[config.mk]
export PLATFORM = sky130hd
export DESIGN_NAME = lant_ctrl
export DESIGN_NICKNAME = d
export VERILOG_FILES = /design/src/sv/lant_pkg.sv /design/src/sv/lant_ctrl.sv
export SDC_FILE = /design/constraint.sdc
export NUM_CORES = 1
export LEC_CHECK = 0
export BUFFER_PORTS_ARGS = -buffer_cell sky130_fd_sc_hd__buf_2
export CAP_MARGIN = 15
export CORE_AREA = 2 2 39 41
export CTS_CLUSTER_DIAMETER = 60
export DETAILED_ROUTE_END_ITERATION = 10
export DIE_AREA = 0 0 41 43
export PLACE_DENSITY = 0.51
export SETUP_SLACK_MARGIN = 0.05
export SYNTH_ARGS = -nofsm -noshare
export SYNTH_HDL_FRONTEND = slang
export SYNTH_SLANG_ARGS = --single-unit
[constraint.sdc]
create_clock -name clk_i -period 1.5 [get_ports clk_i]
set_input_delay 0.3 -clock clk_i [delete_from_list [all_inputs] [get_ports clk_i]]
set_output_delay 0.3 -clock clk_i [all_outputs]
set_load 0.01 [all_outputs]
[src/sv/lant_pkg.sv]
// Shared types and constants for the Langton's ant stepper.
// No dependencies; imported by every module of the block.
package lant_pkg;

  localparam int DEF_MAX_WIDTH   = 64;
  localparam int DEF_MAX_HEIGHT  = 64;
  localparam int POS_LIMIT       = 64;
  localparam int RST_GRID_WIDTH  = 64;
  localparam int RST_GRID_HEIGHT = 32;

  localparam int POS_W      = 6;
  localparam int SIZE_W     = 7;
  localparam int AGE_W      = 8;
  localparam int DIR_W      = 2;
  localparam int CMD_W      = 2;
  localparam int CFG_ADDR_W = 3;
  localparam int CFG_DATA_W = 32;

  localparam logic [AGE_W-1:0] AGE_LIMIT = 8'd255;

  localparam logic [DIR_W-1:0] DIR_UP    = 2'd0;
  localparam logic [DIR_W-1:0] DIR_RIGHT = 2'd1;
  localparam logic [DIR_W-1:0] DIR_DOWN  = 2'd2;
  localparam logic [DIR_W-1:0] DIR_LEFT  = 2'd3;

  localparam logic REG_GRID_WIDTH  = 1'b0;
  localparam logic REG_GRID_HEIGHT = 1'b1;

  typedef enum logic [CMD_W-1:0] {
    CMD_STEP    = 2'd0,
    CMD_READ    = 2'd1,
    CMD_RESTART = 2'd2
  } cmd_e;

  typedef struct packed {
    logic rd_pos;
    logic rd_cell;
    logic restart;
    logic clr_start;
    logic clr_run;
    logic reduce;
    logic commit;
    logic emit_read;
    logic emit_plain;
  } lant_ctrl_t;

  typedef struct packed {
    logic pos_in_grid;
    logic clr_last;
    logic out_free;
  } lant_stat_t;

endpackage

[src/sv/lant_ctrl.sv]
// Command sequencer: accepts commands and drives the datapath.
// Depends on lant_pkg.
module lant_ctrl (
  input  logic                       clk_i,
  input  logic                       rst_ni,
  input  logic                       in_valid_i,
  input  logic [lant_pkg::CMD_W-1:0] cmd_i,
  input  lant_pkg::lant_stat_t       stat_i,
  output logic                       in_stall_o,
  output lant_pkg::lant_ctrl_t       ctrl_o
);
  import lant_pkg::*;

  typedef enum logic [2:0] {
    S_CLEAR,
    S_IDLE,
    S_REDUCE,
    S_STEP,
    S_READ,
    S_FIN
  } state_e;

  state_e state_q, state_d;
  logic   pend_q, pend_d;
  logic   accept;

  assign in_stall_o = (state_q != S_IDLE);
  assign accept     = in_valid_i && (state_q == S_IDLE);

  always_comb begin
    ctrl_o  = '0;
    state_d = state_q;
    pend_d  = pend_q;
    unique case (state_q)
      S_CLEAR: begin
        ctrl_o.clr_run = 1'b1;
        if (stat_i.clr_last) begin
          state_d = pend_q ? S_FIN : S_IDLE;
          pend_d  = 1'b0;
        end
      end
      S_IDLE: begin
        if (accept) begin
          unique case (cmd_e'(cmd_i))
            CMD_STEP: begin
              if (stat_i.pos_in_grid) begin
                ctrl_o.rd_pos = 1'b1;
                state_d       = S_STEP;
              end else begin
                state_d = S_REDUCE;
              end
            end
            CMD_READ: begin
              ctrl_o.rd_cell = 1'b1;
              state_d        = S_READ;
            end
            CMD_RESTART: begin
              ctrl_o.restart   = 1'b1;
              ctrl_o.clr_start = 1'b1;
              pend_d           = 1'b1;
              state_d          = S_CLEAR;
            end
            default: state_d = S_FIN;
          endcase
        end
      end
      S_REDUCE: begin
        if (stat_i.pos_in_grid) begin
          ctrl_o.rd_pos = 1'b1;
          state_d       = S_STEP;
        end else begin
          ctrl_o.reduce = 1'b1;
        end
      end
      S_STEP: begin
        if (stat_i.out_free) begin
          ctrl_o.commit = 1'b1;
          state_d       = S_IDLE;
        end
      end
      S_READ: begin
        if (stat_i.out_free) begin
          ctrl_o.emit_read = 1'b1;
          state_d          = S_IDLE;
        end
      end
      S_FIN: begin
        if (stat_i.out_free) begin
          ctrl_o.emit_plain = 1'b1;
          state_d           = S_IDLE;
        end
      end
      default: state_d = S_IDLE;
    endcase
  end

  always_ff @(posedge clk_i or negedge rst_ni) begin
    if (!rst_ni) begin
      state_q <= S_CLEAR;
      pend_q  <= 1'b0;
    end else begin
      state_q <= state_d;
      pend_q  <= pend_d;
    end
  end

endmodule

* Word level (Yosys, flattened, before mapping) *
Cells that the tools add are included.
Widths: inputs -> output; s select.

word-level totals
  bits in registers = 4
  bits of input ports = 8
  output and inout port bits = 10
  logic and storage cells = 48

operators by class
  equal/unequal tests = 13
  multiplexer cells = 26
  reduce and logical (&&, ||, !) cells = 7

operator list
  operator            number
  $mux 3              6
  $mux 1              14
  $pmux 3 s4          1
  $pmux 3 s3          1
  $reduce_and 4->1    2
  $eq 3x2->1 const B  2
  $eq 3x3->1 const B  2
  $ne 2x2->1 const B  3
  $mux 4              1
  $ne 2x1->1 const B  2
  $pmux 1 s2          2
  $eq 3x1->1 const B  1
  $logic_not 3->1     1
  $ne 3x1->1 const B  1
  $reduce_or 3->1     1
  $eq 2x1->1 const B  1
  $eq 2x2->1 const B  1
  $logic_not 2->1     1
  $mux 2              1
  $reduce_bool 2->1   1
  $logic_and 1x1->1   1

* Logic depth before layout (Yosys ltp) *
  word-level depth = 4
  depth in mapped cells = 4
  mapped depth without buffers = 3

* Worst setup path after synthesis *
OpenSTA, ideal clock, no wires.

  kind = reg-to-output
  from = register state_q[1]
  to = output ctrl_o[6] (netlist name)
  arrival time = 1175 ps
  path slack = 25 ps
  stages on the path, launching flop included = 4
  cell sequence = dfrtp_1 buf_2 nor4_2 buf_4

RTL lines
  element                 line              source
  from (decl)             lant_ctrl.sv:23   state_e state_q, state_d;
  from (signal assigned)  lant_ctrl.sv:102  state_q <= state_d;
  to (decl)               lant_ctrl.sv:10   output lant_pkg::lant_ctrl_t ctrl_o

==> metrics.txt <==
via/cell ratio 4.72; Final nets 79; clock tree from TritonCTS yes; Post-synth top cells nand2b_1, dfrtp_1, nand2_1; Syn Area/Cell 8.98 sq um; share of the synthesized area in the top cell type 28.6%; Final HPWL DP 711 um; Worst-Margin Slew 0.258 ns; number of synthesized flops with an enable pin 0; Critical Path Source state_q[1]; Critical Path RT 1.20 ns; RD Place Congestion 0.631; Post-Synthesis Cells 39; CP Data Arrival Time 1.39 ns; via count 401; first-pass iteration count of the detailed router 1; Mapped Nets 47; Inserted Clock Buffers 3; Final setup viols 8; cell depth of the worst setup path 5; depth of the worst register-to-register path 6; Ys Warns 0; first-pass GRT wire length 1500 um; clk root buf clkbuf_4; CORE AREA 1380 sq um; maximum vdd drop 622 uV; fillers 140; Initial Utilization 25.3%; H-tree depth 1; worst rel slew slack 82.7%; Setup WS post-layout -0.185 ns; die area 1760 sq um; setup TNS -0.650 ns; WHS 0.310 ns; Mapped Area 350 sq um; Pleak 0.299 nW; Synth Register Bits 4; HP Class in2reg; Worst Setup EP ctrl_o[1]; final period utilization 112%; Worst Skew 0.00207 ns; Max Root-Sink Buffers 2; Distinct cells, synth 22; ratio of cells with drive above 1 in the final layout 69.6%; critical path launch point type flop; final wirelength 1050 um; fmax 0.593 GHz; Crit Path Class reg2out; n_diodes 0; minimum clock period 1.69 ns; die span in y 43 um; grt ovf 0; I/O pins 18; most common cell in the netlist nand2b_1; DRC viols 0; failing checks negative setup slack; initial detailed-routing violation count 0; largest net degree at the start of global routing 11; CP max stage cell dfrtp_1; Critical path buffers and inverters 4; largest cells by area after synthesis dfrtp_1, nand2b_1, mux2i_1, a21oi_2, nand2_1; Max Cap Viol 0; Final Cell Area 634 sq um; Critical Path End Type primary output; Area Growth Syn to Fin 81.1%; Post-DRT Antenna Nets 0; vias in the first global route 383; Synth area leader dfrtp_1; Final Hold Fails 0; Async SR Flop Fraction 100%; R2R setup slack 0.15 ns; initial antenna violation count 0; RSZ-0062 raised after global routing yes; gr usage total 12.8%; fin. max-slew vios 0; worst r2r src state_q[1]; CP top delay family buffers and inverters; total power per unit cell area 1500 nW/um^2; Post-Route Utilization 45.8%; Reg2Reg Capture Point state_q[0]; clk_lat worst skew 0.23 ns; row cnt 14; outcome finished, violations left; CP Max Fanout 4; worst path cell trace buf_4, buf_6, buf_6, and4bb_2, buf_6; Pwr Total 952 uW; Clock Pin Slew Worst Setup and Hold Paths 0.04 ns; CP peak stage delay 0.39 ns; Die Wd 41 um; critical path's most frequent cell buf_6; IO Port Bufs 17; sequential fraction of the synthesis area 28.6%; WL per Instance 12.4 um; CTS sink count 4; Cell Area, Placed 503 sq um; main flop type after synthesis dfrtp_1
## where the power goes
| group | internal, mW | switching [mW] |
|---|---|---|
| clock network | 0.0891 | 0.0384 |
| registers | 0.156 | 0.0510 |
| logic | 0.328 | 0.289 |
| total | 0.573 | 0.379 |
## sequential cells by signal (all words and copies together) (netlist names)
signal	cells
pend_q	1
state_q	3
## worst reg2reg max path: stages, from the launching register on
cell,delay (ns)
dfrtp_1,0.39
buf_4,0.15
buf_6,0.11
buf_4,0.13
mux2i_1,0.15
mux2i_1,0.09
o22a_1,0.21
## metrics by stage
stage	cells	worst slack, ns
global route	85	-0.241
detailed placement	77	0.0150
CTS	84	-0.177
global placement	77	0.0174
finish	85	-0.185
floorplan	39	0.0884
## worst min path at each step
stage,startpoint,endpoint,slack [ns],cells past startpoint
2_1_floorplan,rst_ni,pend_q,0.004,0
4_1_cts,stat_i[1],pend_q,0.28,2
6_report,stat_i[0],state_q[2],0.31,2
3_5_place_dp,rst_ni,pend_q,0.11,1
3_3_place_gp,rst_ni,pend_q,0.11,1
5_1_grt,stat_i[0],state_q[2],0.30,2
## cells by family (layout without fill, tap and decap cells)
group,count (synthesis),count (layout),share of synthesized area (%)
buf+inv,4,34,8.21
compound gates,7,7,16.1
flops,4,4,28.6
mux,2,2,5.71
simple gates,22,22,41.4
## layer usage
metal,global-route usage [%],vias to the layer above,wire length [um]
met5,0,-,0
met4,10.0,0,0
met3,1.57,0,40
li1,-,202,-
met2,20.9,7,585
met1,13.7,192,425
## placed cells by master, fill, tap and decap left out, types with 2 or more instances in the layout
cell type / netlist / layout
a21oi_2: 2 / 2
buf_6: 1 / 5
nor3b_2: 0 / 2
nand2_1: 4 / 4
nand2b_1: 5 / 4
buf_4: 1 / 9
nor2_1: 3 / 2
dfrtp_1: 4 / 3
mux2i_1: 2 / 2
buf_2: 2 / 16
clkbuf_4: 0 / 3
## area by class of cell
type,count,area (sq um),area share [%]
multi-input cells,31,277,43.6
repair buffers,31,214,33.7
flip-flops and latches,4,101,16.0
clock buffers,3,22.5,3.55
well taps,16,20.0,3.16
## timing repair
action,in CTS,in global routing
pin swaps,4,3
endpoints found under the setup margin,9,10
hold endpoints to repair,4,0
resized for setup,9,6
setup buffers,3,1
gates cloned,0,0
hold buffers,1,0
Note: power is estimated with default switching activity, not from simulation.
