File: config.mk
export PLATFORM = sky130hd
export DESIGN_NAME = lant_cfg
export DESIGN_NICKNAME = d
export VERILOG_FILES = /design/src/sv/lant_pkg.sv /design/src/sv/lant_cfg.sv
export SDC_FILE = /design/constraint.sdc
export NUM_CORES = 1
export LEC_CHECK = 0
export ABC_AREA = 1
export BUFFER_PORTS_ARGS = -buffer_cell sky130_fd_sc_hd__clkbuf_2
export CAP_MARGIN = 10
export CORE_MARGIN = 2
export CORE_UTILIZATION = 33
export DETAILED_ROUTE_END_ITERATION = 10
export GPL_TIMING_DRIVEN = 1
export PLACE_DENSITY = 0.76
export SYNTH_ARGS = -nofsm -noshare
export SYNTH_HDL_FRONTEND = slang
export SYNTH_SLANG_ARGS = --single-unit
File: constraint.sdc
create_clock -name clk_i -period 0.9 [get_ports clk_i]
set_input_delay 0.09 -clock clk_i [delete_from_list [all_inputs] [get_ports clk_i]]
set_output_delay 0.09 -clock clk_i [all_outputs]
set_load 0.01 [all_outputs]
File: src/sv/lant_pkg.sv
// Shared types and constants for the Langton's ant stepper.
// No dependencies; imported by every module of the block.
package lant_pkg;

  localparam int DEF_MAX_WIDTH   = 64;
  localparam int DEF_MAX_HEIGHT  = 64;
  localparam int POS_LIMIT       = 64;
  localparam int RST_GRID_WIDTH  = 64;
  localparam int RST_GRID_HEIGHT = 32;

  localparam int POS_W      = 6;
  localparam int SIZE_W     = 7;
  localparam int AGE_W      = 8;
  localparam int DIR_W      = 2;
  localparam int CMD_W      = 2;
  localparam int CFG_ADDR_W = 3;
  localparam int CFG_DATA_W = 32;

  localparam logic [AGE_W-1:0] AGE_LIMIT = 8'd255;

  localparam logic [DIR_W-1:0] DIR_UP    = 2'd0;
  localparam logic [DIR_W-1:0] DIR_RIGHT = 2'd1;
  localparam logic [DIR_W-1:0] DIR_DOWN  = 2'd2;
  localparam logic [DIR_W-1:0] DIR_LEFT  = 2'd3;

  localparam logic REG_GRID_WIDTH  = 1'b0;
  localparam logic REG_GRID_HEIGHT = 1'b1;

  typedef enum logic [CMD_W-1:0] {
    CMD_STEP    = 2'd0,
    CMD_READ    = 2'd1,
    CMD_RESTART = 2'd2
  } cmd_e;

  typedef struct packed {
    logic rd_pos;
    logic rd_cell;
    logic restart;
    logic clr_start;
    logic clr_run;
    logic reduce;
    logic commit;
    logic emit_read;
    logic emit_plain;
  } lant_ctrl_t;

  typedef struct packed {
    logic pos_in_grid;
    logic clr_last;
    logic out_free;
  } lant_stat_t;

endpackage

File: src/sv/lant_cfg.sv
// APB register file for grid width and height, with size clamping.
// Depends on lant_pkg.
module lant_cfg #(
  parameter int MAX_WIDTH  = lant_pkg::DEF_MAX_WIDTH,
  parameter int MAX_HEIGHT = lant_pkg::DEF_MAX_HEIGHT
) (
  input  logic                            clk_i,
  input  logic                            rst_ni,
  input  logic                            psel,
  input  logic                            penable,
  input  logic                            pwrite,
  input  logic [lant_pkg::CFG_ADDR_W-1:0] paddr,
  input  logic [lant_pkg::CFG_DATA_W-1:0] pwdata,
  output logic [lant_pkg::CFG_DATA_W-1:0] prdata,
  output logic                            pready,
  output logic [lant_pkg::SIZE_W-1:0]     eff_w_o,
  output logic [lant_pkg::SIZE_W-1:0]     eff_h_o
);
  import lant_pkg::*;

  localparam int LimW = (MAX_WIDTH < POS_LIMIT) ? MAX_WIDTH : POS_LIMIT;
  localparam int LimH = (MAX_HEIGHT < POS_LIMIT) ? MAX_HEIGHT : POS_LIMIT;

  logic [SIZE_W-1:0] width_q, width_d;
  logic [SIZE_W-1:0] height_q, height_d;
  logic              wr_en;

  function automatic logic [SIZE_W-1:0] clamp_size(logic [SIZE_W-1:0] v,
                                                   logic [SIZE_W-1:0] lim);
    logic [SIZE_W-1:0] r;
    r = v;
    if (r == '0) r = SIZE_W'(1);
    if (r > lim) r = lim;
    return r;
  endfunction

  assign pready = 1'b1;
  assign wr_en  = psel && penable && pwrite;

  always_comb begin
    width_d  = width_q;
    height_d = height_q;
    if (wr_en) begin
      unique case (paddr[2])
        REG_GRID_WIDTH:  width_d  = pwdata[SIZE_W-1:0];
        REG_GRID_HEIGHT: height_d = pwdata[SIZE_W-1:0];
        default:         width_d  = width_q;
      endcase
    end
  end

  always_comb begin
    unique case (paddr[2])
      REG_GRID_WIDTH:  prdata = CFG_DATA_W'(width_q);
      REG_GRID_HEIGHT: prdata = CFG_DATA_W'(height_q);
      default:         prdata = '0;
    endcase
  end

  always_ff @(posedge clk_i or negedge rst_ni) begin
    if (!rst_ni) begin
      width_q  <= SIZE_W'(RST_GRID_WIDTH);
      height_q <= SIZE_W'(RST_GRID_HEIGHT);
    end else begin
      width_q  <= width_d;
      height_q <= height_d;
    end
  end

  assign eff_w_o = clamp_size(width_q, SIZE_W'(LimW));
  assign eff_h_o = clamp_size(height_q, SIZE_W'(LimH));

endmodule

; ---- Yosys cells after proc, flatten, opt, wreduce, memory -nomap -nowiden
; Index checks and enable logic that the tools add are counted.
; W data, S select, Z words.
[totals]
ff_bits = 14
word_cells = 16
in_bits = 40
out_inout_bits = 47
[classes]
n_reduce_logical = 6
n_lt_le_gt_ge = 2
mux = 5
n_bitwise = 1
[ops]
columns = cell, count
row1 = $pmux W32 S2, 1
row2 = $mux W7, 4
row3 = $gt A7 B7 Y1 const B, 2
row4 = $logic_not A7 Y1, 2
row5 = $reduce_and A2 Y1, 2
row6 = $logic_and A1 B1 Y1, 2
row7 = $not A1 Y1, 1

; ---- Depth between registers and ports, before layout
[depth]
depth_word = 4
ltp_mapped = 5
ltp_nobuf = 4

; ---- Worst setup path before layout
; No wires, ideal clock.
[synth_timing]
path_type = reg-to-output
from = register width_q[6]
to = output port prdata[6] (netlist name)
stages_incl_launch_ff = 4
t_arrival_ns = 1.063
path_buffers = 1
required_time_ns = 0.810
slack_ns = -0.253
path_cell_list = dfstp_2 -> clkbuf_1 -> inv_1 -> o21ai_0
[synth_via]
elab_chain_len = 1
[synth_rtl]
columns = element, line_no
row1 = start: declaration, lant_cfg.sv:24  ; logic [SIZE_W-1:0] width_q, width_d;
row2 = start signal: assignment, lant_cfg.sv:62  ; width_q <= SIZE_W'(RST_GRID_WIDTH);
row3 = start signal: assignment, lant_cfg.sv:65  ; width_q <= width_d;
row4 = $pmux W32 S2, lant_cfg.sv:53  ; unique case (paddr[2])
row5 = end: declaration, lant_cfg.sv:14  ; output logic [lant_pkg::CFG_DATA_W-1:0] prdata,
; Every way passes these cells. The select of a mux whose other input is x is not followed.

; ---- Worst setup path in the final report
[layout_timing]
from = register height_q[3]
to = output port eff_h_o[2] (netlist name)
[layout_via]
elab_chain_len = 4
[layout_rtl]
columns = element, line_no
row1 = start: declaration, lant_cfg.sv:25  ; logic [SIZE_W-1:0] height_q, height_d;
row2 = start signal: assignment, lant_cfg.sv:63  ; height_q <= SIZE_W'(RST_GRID_HEIGHT);
row3 = start signal: assignment, lant_cfg.sv:66  ; height_q <= height_d;
row4 = $logic_not A7 Y1, lant_cfg.sv:32  ; if (r == '0) r = SIZE_W'(1);
row5 = $mux W7 *, lant_cfg.sv:32
row6 = $gt A7 B7 Y1, lant_cfg.sv:33  ; if (r > lim) r = lim;
row7 = $mux W7 *, lant_cfg.sv:33
row8 = end: declaration, lant_cfg.sv:17  ; output logic [lant_pkg::SIZE_W-1:0] eff_h_o
; Every way passes the cells marked *; elsewhere a longest branch is shown, timed or not.

==> insert_results.sql <==
INSERT INTO impl_metrics (metric_group, metric, value, unit) VALUES
('setup_path', 'r2r-end', 'height_q[3]$_DFFE_PN0P_', ''),
('sta', 'timing.final.setup_violations', '24', ''),
('layout', 'antenna-diode-count', '0', ''),
('power', 'p_total', '0.00265', 'W'),
('flow_run', 'maxCapViolCount', '0', ''),
('setup_path', 'critPathLaunch', 'height_q[3]$_DFFE_PN0P_', ''),
('route', 'route.final.wire_length', '2370', 'um'),
('status', 'violated_checks', 'negative setup slack', ''),
('clocking', 'clk_root_buffer_cell', 'clkbuf_4', ''),
('setup_path', 'path_depth', '4', ''),
('status', 'outcome', 'complete, but fails checks', ''),
('sta', 'setup-tns-final', '-7140', 'ps'),
('floorplanning', 'fp.dieArea', '3290', 'um^2'),
('route', 'post_drt_wl_per_cell', '11.7', 'um'),
('grt', 'antenna_found_initial', '0', ''),
('grt', 'first_global_vias', '768', ''),
('route', 'route.antenna.remaining_nets', '0', ''),
('clocking', 'worst_setup_hold_path_clk_slew', '90', 'ps'),
('setup_path', 'critical_path_buf_inv_count', '1', ''),
('setup_path', 'end_kind', 'output port', ''),
('place', 'gp_congestion', '0.747', ''),
('floorplanning', 'initial_utilization', '0.343', ''),
('power', 'power.leakage', '0.688', 'nW'),
('clocking', 'tritoncts.num_buffers', '3', ''),
('clocking', 'clock_latency', '280', 'ps'),
('setup_path', 'cp_data_required_time', '810', 'ps'),
('grt', 'grt_overflow', '0', ''),
('setup_path', 'cpMaxStageDelayCell', 'dfrtp_1', ''),
('floorplanning', 'die-width', '57.3', 'um'),
('route', 'route.vias.total', '867', ''),
('setup_path', 'crit_path_max_incr_delay', '430', 'ps'),
('floorplanning', 'floorplan.die.height', '57.3', 'um'),
('setup_path', 'ff2ff_setup_slack', '-10', 'ps'),
('place', 'placement.io_buffers', '33', ''),
('sta', 'smallest_setup_slack_after_layout', '-445', 'ps'),
('setup_path', 'r2r-start', 'height_q[3]$_DFFE_PN0P_', ''),
('clocking', 'tritoncts_num_sinks', '14', ''),
('sta', 'max_freq', '743', 'MHz'),
('logic_synthesis', 'yosys.area.top_type_share', '0.320', ''),
('min_path', 'hp-start', 'pwdata[6]', ''),
('route', 'via_per_inst', '4.27', ''),
('logic_synthesis', 'postSynthAreaPerCell', '7.22', 'um^2'),
('place', 'place.detailed.hpwl', '1650', 'um'),
('sta', 'finalHoldWorstSlack', '21.7', 'ps'),
('logic_synthesis', 'synth_unique_cells', '15', ''),
('logic_synthesis', 'ys_ff_latch', '14', ''),
('grt', 'grt_max_degree', '15', ''),
('logic_synthesis', 'netlist.top_cell.by_area', 'dfrtp_1', ''),
('layout', 'mostFrequentLayoutCell', 'conb_1', ''),
('floorplanning', 'core_region_area', '2730', 'um^2'),
('logic_synthesis', 'synth-seq-area-share', '0.376', ''),
('setup_path', 'crit_fanout', '2', ''),
('sta', 'fin_skew', '0', 'ps'),
('layout', 'syn2layout_area_growth', '50.3', '%'),
('route', 'drt_iter0_markers', '26', ''),
('logic_synthesis', 'syn_inst', '130', ''),
('logic_synthesis', 'post_synth_instance_area', '938', 'um^2'),
('setup_path', 'worstRegToRegCells', '4', ''),
('power', 'power.ir.vdd_worst', '0.000955', 'V'),
('clocking', 'cts_tree', 'yes', ''),
('sta', 'finalWorstPathRequiredPeriod', '1350', 'ps'),
('floorplanning', 'num_io_pins', '87', ''),
('layout', 'layout_common_cells', '26 x conb_1, 18 x nand2_1, 15 x clkbuf_2, 13 x buf_2', ''),
('route', 'firstDrtPassIters', '4', ''),
('setup_path', 'criticalPathCategory', 'reg -> out', ''),
('layout', 'drive_gt1_frac', '0.523', ''),
('layout', 'finish.net_count', '213', ''),
('sta', 'finalHoldViolCount', '0', ''),
('setup_path', 'cp_cell_sequence', 'nor2_4 -> nand3_2 -> a21oi_2 -> buf_2', ''),
('min_path', 'timing.hold.worst_path_depth', '3', ''),
('sta', 'grt_setup_unrepaired', 'true', '');
tightest hold or removal path, cell delays in order:
cell and delay (ps):
clkbuf_2 90, nand2_1 70, o21ai_2 50
logic make-up (layout without fill, tap and decap cells):
family | count (synthesis) | in the layout | share of synthesized area
compound gates | 29 | 29 | 0.155
buf+inv | 47 | 65 | 0.299
flops | 14 | 14 | 0.376
other cells | 2 | 26 | 0.00800
simple gates | 38 | 38 | 0.163
metrics by stage:
stage | instance area, um^2 | cells | setup WS [ps]
finish | 1410 | 203 | -445
global route | 1410 | 203 | -484
CTS | 1280 | 201 | -406
detailed placement | 1130 | 193 | -148
global placement | 1130 | 193 | -115
floorplan | 1050 | 154 | -21.6
routing by layer:
metal  vias up  track usage  part of all wire
li1        437            -                 -
met1       395        0.175              0.38
met2        33        0.236              0.56
met3         2       0.0204             0.049
met4         0       0.0199            0.0042
met5         -            0                 0
flip-flops by register name, indices dropped and copies added (netlist names):
name / flops
height_q: 7
width_q: 7
synth_stat cells:
cell	n
conb_1	2
clkbuf_1	4
buf_4	27
nor2_2	2
nand2_1	22
inv_1	13
nor2_1	10
o21ai_1	1
buf_2	2
a21oi_1	8
dfrtp_1	12
nand3_1	4
dfstp_2	2
inv_2	1
o21ai_0	20
what timing repair did:
item	4_1_cts	5_1_grt
pin swaps	7	8
endpoints found under the hold margin	14	0
setup endpoints to repair	21	25
hold buffers	1	0
gates resized for setup	33	51
buffers inserted	3	2
how the worst min path moves through the flow:
stage / end
CTS: width_q[6]$_DFFE_PN1P_
global route: width_q[6]$_DFFE_PN1P_
finish: width_q[6]$_DFFE_PN1P_
global placement: height_q[6]$_DFFE_PN0P_
detailed placement: width_q[4]$_DFFE_PN0P_
floorplan: height_q[0]$_DFFE_PN0P_
final cells by class:
| cell class | instances | area (um^2) |
|---|---|---|
| well taps | 31 | 38.8 |
| inverters | 14 | 62.6 |
| multi-input cells | 93 | 539 |
| repair buffers | 47 | 389 |
| flip-flops and latches | 14 | 354 |
| clock buffers | 4 | 26.3 |
| fillers | 262 | 1320 |
report_power, final:
part,internal (W),switching (W)
clock,0.000172,0.000211
combinational,0.000642,0.000717
sequential,0.000775,0.000136
Power figures use the tool's default switching activity.
